[src/lprd_pkg.sv]
// ----------------------------------------------------------------------------
// Length-prefixed record deframer package
// Shared types, codes and constants for the deframer modules.
// ----------------------------------------------------------------------------
`default_nettype none

package lprd_pkg;

  localparam int unsigned LengthBits     = 32;
  localparam int unsigned MaxPrefixBytes = 12;
  localparam int unsigned WideBits       = LengthBits + 8;

  typedef enum logic [0:0] {
    OP_DATA = 1'b0,
    OP_END  = 1'b1
  } op_e;

  typedef enum logic [2:0] {
    KIND_PREFIX  = 3'd0,
    KIND_PAYLOAD = 3'd1,
    KIND_EMPTY   = 3'd2,
    KIND_ERROR   = 3'd3,
    KIND_END     = 3'd4
  } kind_e;

  typedef enum logic [2:0] {
    ERR_NONE     = 3'd0,
    ERR_OVERLONG = 3'd1,
    ERR_TOO_BIG  = 3'd2,
    ERR_END_PFX  = 3'd3,
    ERR_END_PLD  = 3'd4
  } err_e;

  typedef enum logic [3:0] {
    FMT_U8      = 4'd0,
    FMT_U16_LE  = 4'd1,
    FMT_U24_LE  = 4'd2,
    FMT_U32_LE  = 4'd3,
    FMT_U16_BE  = 4'd4,
    FMT_U24_BE  = 4'd5,
    FMT_U32_BE  = 4'd6,
    FMT_VAR_LO  = 4'd7,
    FMT_VAR_HI  = 4'd8
  } fmt_e;

  typedef enum logic [1:0] {
    PH_PREFIX  = 2'd0,
    PH_PAYLOAD = 2'd1,
    PH_ERROR   = 2'd2
  } phase_e;

  typedef struct packed {
    logic       op;
    logic [7:0] data_byte;
  } in_t;

  typedef struct packed {
    logic [2:0] kind;
    logic [7:0] payload_byte;
    logic       record_last;
    logic [2:0] error_code;
  } out_t;

  typedef struct packed {
    phase_e                phase;
    logic [3:0]            prefix_count;
    logic [LengthBits-1:0] length_accum;
    logic [LengthBits-1:0] payload_remaining;
    logic [2:0]            held_error;
  } state_t;

endpackage

`default_nettype wire

[src/length_prefixed_record_deframer.sv]
// ----------------------------------------------------------------------------
// Length-prefixed record deframer
// Splits a byte stream into records behind length prefixes of nine formats.
// ----------------------------------------------------------------------------
// The deframer takes one word per cycle while the output is not stalled and
// returns exactly one result word for each input word. Each word passes an
// input register, one step of prefix and payload logic, and a result register,
// so throughput is one byte per clock while the output is not stalled. A write
// to the prefix format register takes effect for the byte held in the input
// register, even one already waiting there. After any error the block answers
// every word with the held error until reset.
`default_nettype none

module length_prefixed_record_deframer
  import lprd_pkg::*;
(
  input  logic       clk_i,
  input  logic       rst_ni,
  input  logic       cfg_we_i,
  input  logic [3:0] cfg_wdata_i,
  input  logic       in_valid_i,
  output logic       in_ready_o,
  input  in_t        in_data_i,
  output logic       out_valid_o,
  input  logic       out_ready_i,
  output out_t       out_data_o
);

  logic [3:0] fmt_val_q;
  logic       in_valid_q;
  in_t        in_item_q;
  logic       out_valid_q;
  out_t       out_item_q;
  state_t     state_q;
  state_t     state_d;
  out_t       result;
  logic       advance;

  assign advance     = !out_valid_q || out_ready_i;
  assign in_ready_o  = !in_valid_q || advance;
  assign out_valid_o = out_valid_q;
  assign out_data_o  = out_item_q;

  lprd_step u_step (
    .state_i  (state_q),
    .fmt_i    (fmt_val_q),
    .item_i   (in_item_q),
    .state_o  (state_d),
    .result_o (result)
  );

  always_ff @(posedge clk_i or negedge rst_ni) begin
    if (!rst_ni) begin
      fmt_val_q   <= FMT_U8;
      in_valid_q  <= 1'b0;
      out_valid_q <= 1'b0;
      state_q     <= '{phase: PH_PREFIX, prefix_count: 4'd0, length_accum: '0,
                       payload_remaining: '0, held_error: ERR_NONE};
    end else begin
      if (cfg_we_i) begin
        fmt_val_q <= cfg_wdata_i;
      end
      if (in_ready_o) begin
        in_valid_q <= in_valid_i;
      end
      if (advance) begin
        out_valid_q <= in_valid_q;
        if (in_valid_q) begin
          state_q <= state_d;
        end
      end
    end
  end

  always_ff @(posedge clk_i) begin
    if (in_valid_i && in_ready_o) begin
      in_item_q <= in_data_i;
    end
    if (advance && in_valid_q) begin
      out_item_q <= result;
    end
  end

endmodule

`default_nettype wire

[src/lprd_step.sv]
// ----------------------------------------------------------------------------
// Deframer step logic
// Computes the result word and the next parser state for one input word.
// ----------------------------------------------------------------------------
`default_nettype none

module lprd_step
  import lprd_pkg::*;
(
  input  state_t     state_i,
  input  logic [3:0] fmt_i,
  input  in_t        item_i,
  output state_t     state_o,
  output out_t       result_o
);

  logic [3:0]          fmt;
  logic [7:0]          b;
  logic [6:0]          grp;
  logic [3:0]          cnt;
  logic [3:0]          cnt_inc;
  logic [4:0]          need;
  logic [WideBits-1:0] acc_w;
  logic [WideBits-1:0] val;
  logic                grp_too_far;
  logic                done;
  logic                is_var;
  logic [LengthBits-1:0] remain_dec;

  always_comb begin
    fmt         = (fmt_i > FMT_VAR_HI) ? FMT_U8 : fmt_i;
    b           = item_i.data_byte;
    grp         = b[6:0];
    cnt         = state_i.prefix_count;
    cnt_inc     = (cnt == 4'hf) ? cnt : cnt + 4'd1;
    acc_w       = {8'd0, state_i.length_accum};
    grp_too_far = 1'b0;
    is_var      = (fmt == FMT_VAR_LO) || (fmt == FMT_VAR_HI);
    need        = 5'd1;
    val         = acc_w;
    done        = 1'b0;
    remain_dec  = state_i.payload_remaining - LengthBits'(1);

    case (fmt)
      FMT_VAR_LO: begin
        if (grp != 7'd0) begin
          case (cnt)
            4'd0: val = acc_w | WideBits'(grp);
            4'd1: val = acc_w | (WideBits'(grp) << 7);
            4'd2: val = acc_w | (WideBits'(grp) << 14);
            4'd3: val = acc_w | (WideBits'(grp) << 21);
            4'd4: val = acc_w | (WideBits'(grp) << 28);
            default: grp_too_far = 1'b1;
          endcase
        end
        done = ~b[7];
      end
      FMT_VAR_HI: begin
        val  = {1'b0, state_i.length_accum, grp};
        done = ~b[7];
      end
      FMT_U16_LE, FMT_U24_LE, FMT_U32_LE: begin
        case (cnt)
          4'd0: val = acc_w | WideBits'(b);
          4'd1: val = acc_w | (WideBits'(b) << 8);
          4'd2: val = acc_w | (WideBits'(b) << 16);
          4'd3: val = acc_w | (WideBits'(b) << 24);
          default: val = acc_w;
        endcase
        need = {1'b0, fmt} + 5'd1;
        done = ({1'b0, cnt} + 5'd1) >= need;
      end
      FMT_U16_BE, FMT_U24_BE, FMT_U32_BE: begin
        val  = {state_i.length_accum, b};
        need = {1'b0, fmt} - 5'd2;
        done = ({1'b0, cnt} + 5'd1) >= need;
      end
      default: begin
        val  = {state_i.length_accum, b};
        need = 5'd1;
        done = 1'b1;
      end
    endcase
  end

  always_comb begin
    state_o  = state_i;
    result_o = '{kind: KIND_PREFIX, payload_byte: 8'd0, record_last: 1'b0,
                 error_code: ERR_NONE};

    if (state_i.phase != PH_PREFIX && state_i.phase != PH_PAYLOAD) begin
      state_o.phase       = PH_ERROR;
      result_o.kind       = KIND_ERROR;
      result_o.error_code = state_i.held_error;
    end else if (item_i.op == OP_END) begin
      if (state_i.phase == PH_PAYLOAD || cnt != 4'd0) begin
        state_o.phase       = PH_ERROR;
        state_o.held_error  = (state_i.phase == PH_PAYLOAD) ? ERR_END_PLD : ERR_END_PFX;
        result_o.kind       = KIND_ERROR;
        result_o.error_code = state_o.held_error;
      end else begin
        result_o.kind = KIND_END;
      end
    end else if (state_i.phase == PH_PAYLOAD) begin
      state_o.payload_remaining = remain_dec;
      result_o.kind             = KIND_PAYLOAD;
      result_o.payload_byte     = b;
      if (remain_dec == '0) begin
        state_o.phase        = PH_PREFIX;
        state_o.prefix_count = 4'd0;
        state_o.length_accum = '0;
        result_o.record_last = 1'b1;
      end
    end else if (grp_too_far || (val[WideBits-1:LengthBits] != '0)) begin
      state_o.phase       = PH_ERROR;
      state_o.held_error  = ERR_TOO_BIG;
      result_o.kind       = KIND_ERROR;
      result_o.error_code = ERR_TOO_BIG;
    end else begin
      state_o.length_accum = val[LengthBits-1:0];
      state_o.prefix_count = cnt_inc;
      if (!done) begin
        if (is_var && (cnt_inc >= 4'(MaxPrefixBytes))) begin
          state_o.phase       = PH_ERROR;
          state_o.held_error  = ERR_OVERLONG;
          result_o.kind       = KIND_ERROR;
          result_o.error_code = ERR_OVERLONG;
        end
      end else begin
        state_o.prefix_count = 4'd0;
        if (val[LengthBits-1:0] == '0) begin
          result_o.kind        = KIND_EMPTY;
          result_o.record_last = 1'b1;
        end else begin
          state_o.payload_remaining = val[LengthBits-1:0];
          state_o.length_accum      = '0;
          state_o.phase             = PH_PAYLOAD;
        end
      end
    end
  end

endmodule

`default_nettype wire
[config.mk]
export PLATFORM = sky130hd
export DESIGN_NAME = length_prefixed_record_deframer
export DESIGN_NICKNAME = d
export VERILOG_FILES = /design/src/lprd_pkg.sv /design/src/length_prefixed_record_deframer.sv /design/src/lprd_step.sv
export SDC_FILE = /design/constraint.sdc
export NUM_CORES = 1
export LEC_CHECK = 0
export BUFFER_PORTS_ARGS = -buffer_cell sky130_fd_sc_hd__buf_4
export CORE_UTILIZATION = 45
export CTS_BUF_LIST = sky130_fd_sc_hd__clkbuf_8
export DETAILED_ROUTE_END_ITERATION = 6
export SLEW_MARGIN = 40
export SYNTH_ARGS = -nofsm -noshare
export SYNTH_HDL_FRONTEND = slang
export SYNTH_SLANG_ARGS = --single-unit
[constraint.sdc]
create_clock -name clk_i -period 4.2 [get_ports clk_i]
set_input_delay 0.84 -clock clk_i [delete_from_list [all_inputs] [get_ports clk_i]]
set_output_delay 0.84 -clock clk_i [all_outputs]
set_load 0.05 [all_outputs]
== Word-level counts from Yosys, hierarchy flattened ==
Index checks and enable logic that the tools add are counted.
Operators by class
  $add $sub $neg: 5
  $mul: 0
  divide/modulo/power cells: 0
  order comparisons: 4
  eq/ne operators: 24
  shifts and indexed selects: 0
  mux-type cells: 48
  bitwise operators: 13
  reductions and logical operators: 31
Operators with widths (count)
  $pmux W40 S5: 1
  $pmux W40 S4: 1
  $mux W68: 2
  $pmux W40 S3: 1
  $mux W70: 1
  $logic_not A32 Y1: 2
  $mux W64: 1
  $mux W3: 16
  $mux W40: 1
  $mux W38: 1
  $or A32 B35 Y35: 1
  $or A32 B14 Y32: 1
  $or A32 B16 Y32: 1
  $or A32 B21 Y32: 1
  $or A32 B24 Y32: 1
  $or A32 B28 Y32: 1
  $or A32 B32 Y32: 1
  $or A32 B7 Y32: 1
  $or A32 B8 Y32: 1
  $sub A32 B1 Y32 const B: 1
  $eq A4 B3 Y1 const B: 5
  $mux W2: 10
  $eq A4 B2 Y1 const B: 4
  $reduce_and A7 Y1: 2
  other kinds (33): 67
Word-level totals
  register bits: 103
  bits in latches: 0
  RAM bits: 0
  bits in read-only memories: 0
  input bits: 18
  output and inout port bits: 17
  word-level logic and storage cells: 139
  memories kept: 0

== Logic depth before layout (Yosys ltp) ==
Gate-level depths: netlist of run 1.
  depth in word-level cells: 12
  gate-level depth with buffers: 16
  mapped depth without buffers: 13

== By module ==
From an unflattened synthesis of run 1, not the netlist that was laid out.
Unflattened totals
  cells, all modules: 1019
  area total of the unflattened synthesis: 8889.8 um2
By module, submodules not included
  lprd_step: instances 1, cells an instance 824, area an instance 4913.5 um2, sequential area each 0.0 um2
  length_prefixed_record_deframer: instances 1, cells an instance 195, area an instance 3976.3 um2, sequential area each 2697.6 um2

== Worst setup path before layout of run 1 ==
OpenSTA, ideal clock, no wires.
  path type: flip-flop to flip-flop
  start: register fmt_val_q[1]
  end: register state_q[4] (netlist bit)
  setup time: 0.127 ns
  arrival: 3.688 ns
  data required time: 4.073 ns
  setup slack: 0.384 ns
  stages on the path, launching flop included: 14
  path buffers: 2
  cells stage by stage: dfrtp_1 nor2b_1 inv_1 ha_1 nor3_1 nor3_4 buf_2 a211o_1 a221oi_1 nand4b_1 nor4_4 a311o_2 buf_6 mux2_1
On the way
  longest elaborated chain between the ends: 9
  elaborated cells on any way between the ends: 31
RTL lines
  from (decl): line length_prefixed_record_deframer.sv:29  | logic [3:0] fmt_val_q;
  from (signal assigned): line length_prefixed_record_deframer.sv:61  | fmt_val_q <= cfg_wdata_i;
  $gt A4 B4 Y1: line lprd_step.sv:31  | fmt = (fmt_i > FMT_VAR_HI) ? FMT_U8 : fmt_i;
  $mux W4 (*): line lprd_step.sv:31
  parallel branches: the longest is 7 deep, another holds $sub A4 B2 Y5
  to (signal assigned): line length_prefixed_record_deframer.sv:57  | state_q <= '{phase: PH_PREFIX, prefix_count: 4'd0, length_accum: '0,
  to (signal assigned): line length_prefixed_record_deframer.sv:69  | state_q <= state_d;
  to (decl): line length_prefixed_record_deframer.sv:34  | state_t state_q;
Every way passes the cells marked *. The select of a mux whose other input is x is not followed.
A chain may end at the register's enable or synchronous reset.

== Final worst setup path of run 1 ==
  start: register fmt_val_q[3]
  end: register state_q[27] (netlist bit)
Same word-level chain as after synthesis.

==> flow_summary.ini, run 1 <==
[global_route]
grt_pass1_wl_um = 42100
grt_pass1_vias = 7085
gr-total-overflow = 0
track_usage_pct = 33.3
antenna_found_initial = 1
grt_max_degree = 47

[yosys]
yosys-top-cells-area = dfrtp_1 26%, edfxtp_1 9.6%, nand2_1 4.4%
synthesis.area_um2 = 7470
synth_top_area_share_pct = 26.5
synth.distinct_cells = 88
ys.flop_type = dfrtp_1
syn_inst = 876
syn_avg_cell_area_um2 = 8.53
ys_seq_elements = 103
synth_edf_count = 24
synth_nets = 917
ys_warn_count = 0
async_reset_ff_share_pct = 76.7
yosysTopAreaCell = dfrtp_1
yosysSeqAreaShare_pct = 36.1

[timing]
hold_viol = 0
worst_slew_pin_slew_ns = 0.715
slew_violations = 0
post-route-period-util_pct = 96.2
fin_ws_ns = 0.162
rsz0062_at_grt = yes
fmax_mhz = 248
slew_headroom_pct = 52.3
setup_violations = 0
period_minus_slack_ns = 4.04
finClkSkew_ns = 0.0146

[setup_path]
crit_path_end_kind = flip-flop
cp.required_ns = 4.48
critPathMaxStageDelay_ns = 0.48
crit_chain = nand2b_2 -> inv_2 -> ha_1 -> buf_4 -> nor3_1 -> buf_4 -> nor3_4 -> a21oi_1 -> nand2b_1 -> a31oi_1 -> nor4_1 -> buf_4 -> and4_1 -> a311o_2 -> buf_12 -> buf_4 -> a211o_1
r2r_setup_slack_ns = 0.16
slowest_stage = a311o_2
crit_fanout = 7
startpoint = fmt_val_q[3]
crit_top_cell = buf_4
r2r-start = fmt_val_q[3]
start_kind = flip-flop
cp_data_arrival_time_ns = 4.32
path_class = reg -> reg

[clock_tree]
clkTransAtPathRegs_ns = 0.10
root_buffer = clkbuf_8
cts.sinks = 103
cts_tree = done
cts_buffers = 9
htreeDepth = 3
hold_buffers = 0
clk_latency_ns = 0.40
cts_buffer_depth = 2

[drt]
vias = 7672
drc = 0
via_per_inst = 6.54
drtIter0Drc = 887
routed_wl_um = 27500
drt-wirelength-per-cell_um = 23.5
ant_nets = 0
dr.pass1.iters = 7

[place]
hpwl_um = 20700
gp_congestion = 0.941
port_buffers = 34
pre_cts_slack_ns = 0.0129

[power_and_ir_drop]
ir_worst_vdd_mv = 0.351
leakagePower_nw = 3.67
powerDensity_nw_per_um2 = 552
p_total_mw = 4.81

[final_layout]
final_layout_size_suffix_gt1_share_pct = 19.7
syn_to_final_growth_pct = 16.6
finalNetCount = 994
num_antenna_cells = 0

[floorplanning]
dieArea_um2 = 17100
initial_core_util_pct = 46.5
dieWidth_um = 131
die_y_um = 131
num_rows = 46
pin_count = 35
core_area_um2 = 16100

[status]
outcome = finished clean

[hold_path]
hold_class = in -> async

[job]
cap_viol_max_count = 0
[area by class of cell]
class | count | area, um^2
multi-input combinational | 675 | 4410
clock inverter | 5 | 75.1
clock buffer | 10 | 138
timing repair buffer | 130 | 996
fill | 1537 | 7340
tap | 216 | 270
sequential | 103 | 2700
inverter | 34 | 128
[cells in the final DEF (no fill, tap or decap), drive strengths merged, types with 13 or more instances in the layout]
cell / count
a211oi: 14
a21o: 28
a21oi: 56
and3: 18
buf: 130
dfrtp: 79
edfxtp: 24
ha: 23
inv: 37
nand2: 88
nand2b: 13
nand3: 21
nor2: 61
nor3: 41
nor4: 13
o21ai: 63
o22ai: 29
[Yosys cell counts (8+ instances only)]
cell type / number
nand2_1: 87
dfrtp_1: 79
nor2_1: 60
a21oi_1: 55
o21ai_0: 55
clkbuf_1: 46
nor3_1: 40
inv_1: 33
o22ai_1: 29
a21o_1: 28
edfxtp_1: 24
ha_1: 23
nand3_1: 20
and3_1: 18
a211oi_1: 14
nand2b_1: 13
nand4_1: 12
nor4_1: 11
a31oi_1: 10
a22oi_1: 9
nor3b_1: 9
or4_1: 9
a222oi_1: 8
[power breakdown]
part	switching [mW]	leakage, nW	total [mW]	internal [mW]
clock	0.396	0.108	0.699	0.303
sequential	0.485	1.23	1.80	1.31
combinational	1.30	2.33	2.31	1.01
[cells by family after synthesis]
group	after synthesis	synth area share [%]
other	1	0.0502
DFF	103	36.1
xor gates and xnor gates	8	0.938
and+or+nand+nor	324	23.1
buffers and inverters	98	5.54
AOI/OAI and AO/OA	306	28.6
adders and majority gates	23	3.85
muxes	13	1.91
[registers in the layout, indices dropped and copies added (netlist names)]
signal / count
in_item_q: 9
state_q: 73
out_valid_o: 1
fmt_val_q: 4
in_valid_q: 1
out_data_o: 15
[path summary, 6_finish.rpt]
kind,end,cells after the start
min in group clk_i,out_valid_o,1
min,state_q[50],1
min reg2reg,out_valid_o,1
max in group asynchronous,state_q[39],2
max reg2reg,state_q[27],17
max,state_q[27],17
[timing repair]
item,4_1_cts,5_1_grt
pin swaps,2,8
resized for setup,0,15
buffers inserted,2,9
endpoints found under the setup margin,2,69
[per-stage QoR]
stage | instance area, um^2 | TNS (ns) | util (%) | hold slack [ns] | std cells
2_1_floorplan | 7470 | 0 | - | 0.457 | 876
3_3_place_gp | 8360 | 0 | 52.0 | 0.477 | 1147
3_5_place_dp | 8360 | 0 | 52.0 | 0.492 | 1147
4_1_cts | 8580 | 0 | 53.5 | 0.480 | 1164
5_1_grt | 8720 | -0.0483 | 54.3 | 0.507 | 1173
6_report | 8720 | 0 | 54.3 | 0.461 | 1173
[metal layers]
| layer | GRT usage [%] | up-vias | routed length [um] |
|---|---|---|---|
| li1 | - | 3497 | - |
| met2 | 50.8 | 425 | 12200 |
| met5 | 0 | - | 18 |
| met1 | 47.1 | 3698 | 12000 |
| met4 | 11.8 | 2 | 749 |
| met3 | 6.23 | 50 | 2530 |
[critical path: cells and delay by family, from the launching register on]
family	cells	cell delay, ns
AOI/OAI and AO/OA	4	1.31
and+or+nand+nor	6	1.11
buffers and inverters	6	0.85
DFF	1	0.47
adders and majority gates	1	0.19
(Power assumes the default switching activity.)
==> run 2: changes to the inputs <==
==> constraint.sdc (replaced) <==
create_clock -name clk_i -period 4.9 [get_ports clk_i]
set_input_delay 0.98 -clock clk_i [delete_from_list [all_inputs] [get_ports clk_i]]
set_output_delay 0.98 -clock clk_i [all_outputs]
set_load 0.05 [all_outputs]
==> run 2 against run 1 <==
  * Clock skew down 0.0017 ns
  * Total power down 15%
  * Via count down 1.2%
  * Hold slack better by 0.056 ns
  * Clock power down 4.0%
  * Maximum frequency down 12%
  * Largest cell class unchanged
  * Highest routed layer is now met4
==> flow_summary.ini, run 2 (synthesized netlist as in run 1, its figures left out) <==
[setup_path]
path_class = reg -> reg
cp_data_arrival_time_ns = 4.88
crit_fanout = 20
crit_path_end_kind = flip-flop
start_kind = flip-flop
cp.required_ns = 5.19

[drt]
via_per_inst = 6.76
drt-wirelength-per-cell_um = 23.8
routed_wl_um = 26700
dr.pass1.iters = 7
vias = 7579
ant_nets = 0
drc = 0
drtIter0Drc = 1249

[hold_path]
hold_class = reg -> reg

[final_layout]
syn_to_final_growth_pct = 11.2
postLayoutCellArea_um2 = 8310
fin_cells = 1121
final_common_cell = nand2_1
layout_common_cells = 87 x nand2_1, 79 x dfrtp_1, 77 x buf_4, 58 x nor2_1
num_antenna_cells = 0
finalNetCount = 941
largest_reg_flops = 73
final_layout_size_suffix_gt1_share_pct = 14.4
top_register = state_q

[timing]
worst_slew_pin_slew_ns = 0.879
post-route-period-util_pct = 93.6
setup_violations = 0
period_minus_slack_ns = 4.59
slew_violations = 0
tns_ns = 0
slew_headroom_pct = 41.2
fmax_mhz = 218
rsz0062_at_grt = no
finClkSkew_ns = 0.0129
hold_viol = 0

[floorplanning]
num_rows = 46
die_y_um = 131
initial_core_util_pct = 46.5
pin_count = 35
dieWidth_um = 131
core_area_um2 = 16100
dieArea_um2 = 17100

[global_route]
grt_max_degree = 42
gr-total-overflow = 0
track_usage_pct = 32.4
antenna_found_initial = 0
grt_pass1_wl_um = 41000
grt_pass1_vias = 6973

[place]
place_area_um2 = 8040
hpwl_um = 19300
port_buffers = 34
dp_cells = 1105
gp_congestion = 0.979

[clock_tree]
cts_setup_buffers = 0
root_buffer = clkbuf_8
cts_resized = 0
clkTransAtPathRegs_ns = 0.11
cts_tree = done
clk_latency_ns = 0.40
hold_buffers = 0
cts.sinks = 103
cts_buffers = 9
htreeDepth = 3
cts_buffer_depth = 2

[power_and_ir_drop]
leakagePower_nw = 3.41
powerDensity_nw_per_um2 = 489
ir_worst_vdd_mv = 0.367

[job]
cap_viol_max_count = 0

[status]
outcome = finished clean
==> run 2: worst max-delay path, cell delays in order (launching register included) <==
cell and delay (ns):
dfrtp_1 0.45, nand2b_1 0.24, inv_1 0.16, ha_1 0.24
nor3_1 0.08, buf_4 0.15, nor3_4 0.67, nor2_1 0.31
o21ai_0 0.23, o32a_1 0.30, and4b_1 0.22, and4_1 0.21
a311o_2 0.58, buf_4 0.27, a221o_1 0.36
==> run 2: per-layer routing <==
metal  global-route usage (%)  share of wire, %  vias up
met3                     7.74                10       77
met1                     44.5                42     3638
met2                     49.4                43      475
met5                        0                 0        -
li1                         -                 -     3389
met4                     12.2               3.8        0
==> run 2: final cells by class <==
| type | count | area, um^2 |
|---|---|---|
| clock buffer | 9 | 124 |
| timing repair buffer | 77 | 578 |
| multi-input combinational | 675 | 4390 |
| fill | 1541 | 7750 |
| tap | 216 | 270 |
| inverter | 34 | 131 |
| sequential | 103 | 2700 |
| clock inverter | 7 | 119 |
==> run 2: metrics by stage <==
step                      worst slack (ns)  utilization [%]  power (mW)  hold WS, ns
final                                0.314             51.8        4.07        0.517
after CTS                            0.233             51.6        4.01        0.523
after detailed placement             0.293             50.1        3.34        0.505
after global routing                0.0264             51.8        4.29        0.543
after floorplan                       1.08                -        2.68        0.457
after global placement               0.409             50.1        3.32        0.479
==> run 2: final timing paths <==
check / depth (start not counted) / start / slack, ns / endpoint
worst min-delay path: 1 / in_valid_q / 0.52 / out_valid_o
worst max-delay path: 14 / fmt_val_q[3] / 0.31 / state_q[22]
worst max register to register: 14 / fmt_val_q[3] / 0.31 / state_q[22]
max in group asynchronous: 2 / rst_ni / 3.35 / state_q[60]
worst min register to register: 1 / in_valid_q / 0.52 / out_valid_o
min in group asynchronous: 1 / rst_ni / 0.57 / state_q[57]
==> run 2: power by group <==
group / internal (mW) / leakage [nW] / switching (mW)
clock: 0.340 / 0.117 / 0.330
combinational: 0.767 / 2.05 / 1.10
sequential: 1.12 / 1.23 / 0.407
total: 2.23 / 3.41 / 1.83
